`src/rtl/core/lmd_pkg.sv`:
```
// ----------------------------------------------------------------------------
// lmd_pkg
// Shared types and constants for the 2x2 label mode downsampler.
// ----------------------------------------------------------------------------
package lmd_pkg;

  localparam int unsigned MAX_WIDTH_DEF  = 4096;
  localparam int unsigned LABEL_BITS_DEF = 16;

  localparam int unsigned CFG_W        = 13;
  localparam int unsigned ROW_W        = 12;
  localparam int unsigned HEIGHT_LIMIT = 4096;
  localparam int unsigned CFG_RESET    = 4096;

  typedef enum logic [0:0] {
    REG_IMAGE_WIDTH  = 1'b0,
    REG_IMAGE_HEIGHT = 1'b1
  } reg_idx_e;

  // position flags of an item in flight
  typedef struct packed {
    logic odd_row;
    logic odd_col;
    logic last_col;
    logic last_row;
  } pos_flags_t;

endpackage

```
`src/rtl/core/lmd_mode_pick.sv`:
```
// ----------------------------------------------------------------------------
// lmd_mode_pick
// Mode of four labels with fixed tie order: top-left, top-right, bottom-left.
// ----------------------------------------------------------------------------
module lmd_mode_pick #(
  parameter int unsigned LABEL_BITS = lmd_pkg::LABEL_BITS_DEF
) (
  input  logic [LABEL_BITS-1:0] tl_i,
  input  logic [LABEL_BITS-1:0] tr_i,
  input  logic [LABEL_BITS-1:0] bl_i,
  input  logic [LABEL_BITS-1:0] br_i,
  output logic [LABEL_BITS-1:0] mode_o
);

  always_comb begin
    if ((tr_i == tl_i) || (bl_i == tl_i) || (br_i == tl_i)) begin
      mode_o = tl_i;
    end else if ((bl_i == tr_i) || (br_i == tr_i)) begin
      mode_o = tr_i;
    end else if (br_i == bl_i) begin
      mode_o = bl_i;
    end else begin
      mode_o = tl_i;
    end
  end

endmodule

```
`config.mk`:
```
export PLATFORM = sky130hd
export DESIGN_NAME = lmd_mode_pick
export DESIGN_NICKNAME = d
export VERILOG_FILES = /design/src/rtl/core/lmd_pkg.sv /design/src/rtl/core/lmd_mode_pick.sv
export SDC_FILE = /design/constraint.sdc
export NUM_CORES = 1
export LEC_CHECK = 0
export ABC_AREA = 1
export BUFFER_PORTS_ARGS = -buffer_cell sky130_fd_sc_hd__clkbuf_2
export CAP_MARGIN = 25
export CORE_ASPECT_RATIO = 0.75
export CORE_UTILIZATION = 40
export DETAILED_ROUTE_END_ITERATION = 7
export PLACE_DENSITY = 0.81
export SYNTH_ARGS = -nofsm -noshare
export SYNTH_HDL_FRONTEND = slang
export SYNTH_SLANG_ARGS = --single-unit
```
`constraint.sdc`:
```
create_clock -name vclk -period 1.1
set_clock_uncertainty 0.05 [all_clocks]
set_input_delay 0 -clock vclk [all_inputs]
set_output_delay 0 -clock vclk [all_outputs]
set_load 0.05 [all_outputs]
```
==> qor.yml <==
status: "complete, but fails checks"
violations: "negative setup slack"
nets: 659
peakVddDrop_mv: 0.249
postLayoutSetupSlackWorst_ns: -0.617
startpoint_type: "input pin"
dp_hpwl_um: 6130
yosys-top-cells-area: "nand2_1 (48%), xnor2_1 (15%), inv_1 (6.8%)"
grt_max_degree: 17
synth_seq_area_share_pct: 0
grt_pass1_vias: 3256
cp.arrival_ns: 1.67
dr.pass1.iters: 7
fin_crit_sh_pct: 156
path_class: "in -> out"
yosysWarnings: 0
design.core.area_um2: 5040
vias: 3842
seq_cells: 0
via_per_inst: 5.78
dieArea_um2: 5710
total_power_w: 0.00162
synth_top_family_by_area: "simple AND/OR/NAND/NOR gates"
syn_nets: 537
internal_power_w: 0.000725
grt.total_usage_pct: 31.5
relSlewSlack_pct: 83.4
syn_avg_cell_area_um2: 4.57
fin_crit_ns: 1.72
synthMuxAreaShare_pct: 0
port_buffers: 80
layout-drive-gt1-share_pct: 53.8
power_density_nw_per_um2: 376
p_comb_share_pct: 100.0
n_clock_buffer: 0
rsz0062_at_grt: "yes"
clkPwrFrac_pct: 0
seqCellArea_um2: 0
synth_top_area_share_pct: 48.3
synth_compound_area_share_pct: 0.231
slew_violations: 0
utilization_pct: 85.3
grt_pass1_wl_um: 14300
final_area_um2: 4300
maxCapViolations: 0
final-setup-viol-count: 16
pre_cts_ws_ns: -0.585
diodes: 0
end_kind: "primary output"
antenna_found_initial: 0
power.leakage_nw: 2.30
synth_cell_types: 19
yosysMostFrequentCell: "nand2_1"
synth_xor_area_share_pct: 21.5
drt-initial-drc-count: 352
dieWidth_um: 86.9
synth_area_um2: 2160
drtAntennaViolNets: 0
initial_core_util_pct: 42.9
synthAdderAreaFrac_pct: 0
holdCritPathClass: "in -> out"
worst_ep_required_time_ns: 1.05
yosysTopAreaCell: "nand2_1"
finalHoldViolCount: 0
synth_common_cells: "nand2_1 (278), inv_1 (39), xnor2_1 (38)"
drc: 0
synthSimpleGateAreaFrac_pct: 63.8
netSwitchingPower_w: 0.000891
holdBufCountCts: 0
rows: 22
tns_ns: -8.89
fmax_mhz: 582
grt_overflow: 0
place_congestion: 0.888
place_area_um2: 3120
drt_wl_total_um: 12100
wl_per_cell_um: 18.2
cp_max_fo: 8
worst_pin_slew_ns: 0.247
ios: 80
die_y_um: 65.7
p_sw_share_pct: 55.1
syn_to_final_growth_pct: 98.8
pwr-share-seq_pct: 0
synthCells: 473
-- area by class of cell --
cell class | instances | area [µm²]
multi-input combinational | 402 | 2500
timing repair buffer | 142 | 1520
fill | 283 | 739
inverter | 49 | 194
tap | 72 | 90.1
-- per-stage QoR --
stage,std cells,hold slack [ns]
5_1_grt,665,0.446
3_5_place_dp,656,0.473
6_report,665,0.432
3_3_place_gp,656,0.471
2_1_floorplan,473,0.226
4_1_cts,661,0.433
-- path summary, 6_finish.rpt --
path,start,end,slack (ns),cells after the start
setup / recovery,br_i[5],mode_o[8],-0.62,16
hold / removal,tl_i[4],mode_o[4],0.43,4
-- cell families (layout without fill, tap and decap cells) --
kind of cell,Yosys count,in the layout
buf+inv,72,191
compound gates,1,1
xor+xnor,53,53
simple gates,347,348
-- power by group through the flow --
stage | combinational, W | clock, W | sequential, W
after floorplan | 0.000685 | 0 | 0
after global placement | 0.00107 | 0 | 0
after detailed placement | 0.00110 | 0 | 0
after CTS | 0.00129 | 0 | 0
after global routing | 0.00169 | 0 | 0
final | 0.00162 | 0 | 0
-- metal layers --
metal / vias to the layer above / routed length (µm) / global-route usage (%)
met5: - / 0 / 0
met4: 0 / 1060 / 12.7
met3: 128 / 1300 / 5.78
met2: 352 / 5620 / 57.2
met1: 1720 / 4130 / 36.3
li1: 1642 / - / -
-- cells in the final DEF (no fill, tap or decap), drive strengths merged --
| master | synthesis | layout |
|---|---|---|
| nor2 | 37 | 37 |
| inv | 49 | 49 |
| xnor2 | 38 | 38 |
| xor2 | 15 | 15 |
| nand4 | 9 | 9 |
| buf | 9 | 100 |
| and2 | 1 | 1 |
| nor3 | 3 | 3 |
| nand3 | 17 | 17 |
| nand2 | 280 | 281 |
| a21oi | 1 | 1 |
| clkbuf | 14 | 42 |
-- timing repair --
| item | in CTS | in global routing |
|---|---|---|
| endpoints found under the setup margin | 16 | 16 |
| buffers inserted | 4 | 4 |
| gates cloned | 1 | 1 |
| pin swaps | 54 | 62 |
| gates resized for setup | 113 | 211 |
-- critical path: stages --
cell and delay, ns:
buf_4 0.12, inv_1 0.08, nand2_1 0.09, nand2_1 0.09, nor2_1 0.16, nand2_2 0.09
nor2_4 0.13, buf_6 0.15, nand2_4 0.12, nand2_1 0.12, nand2_1 0.06, nand2_1 0.08
nand2_2 0.07, nand2_2 0.07, nand2_4 0.05, clkbuf_16 0.16
(Power assumes the default switching activity.)
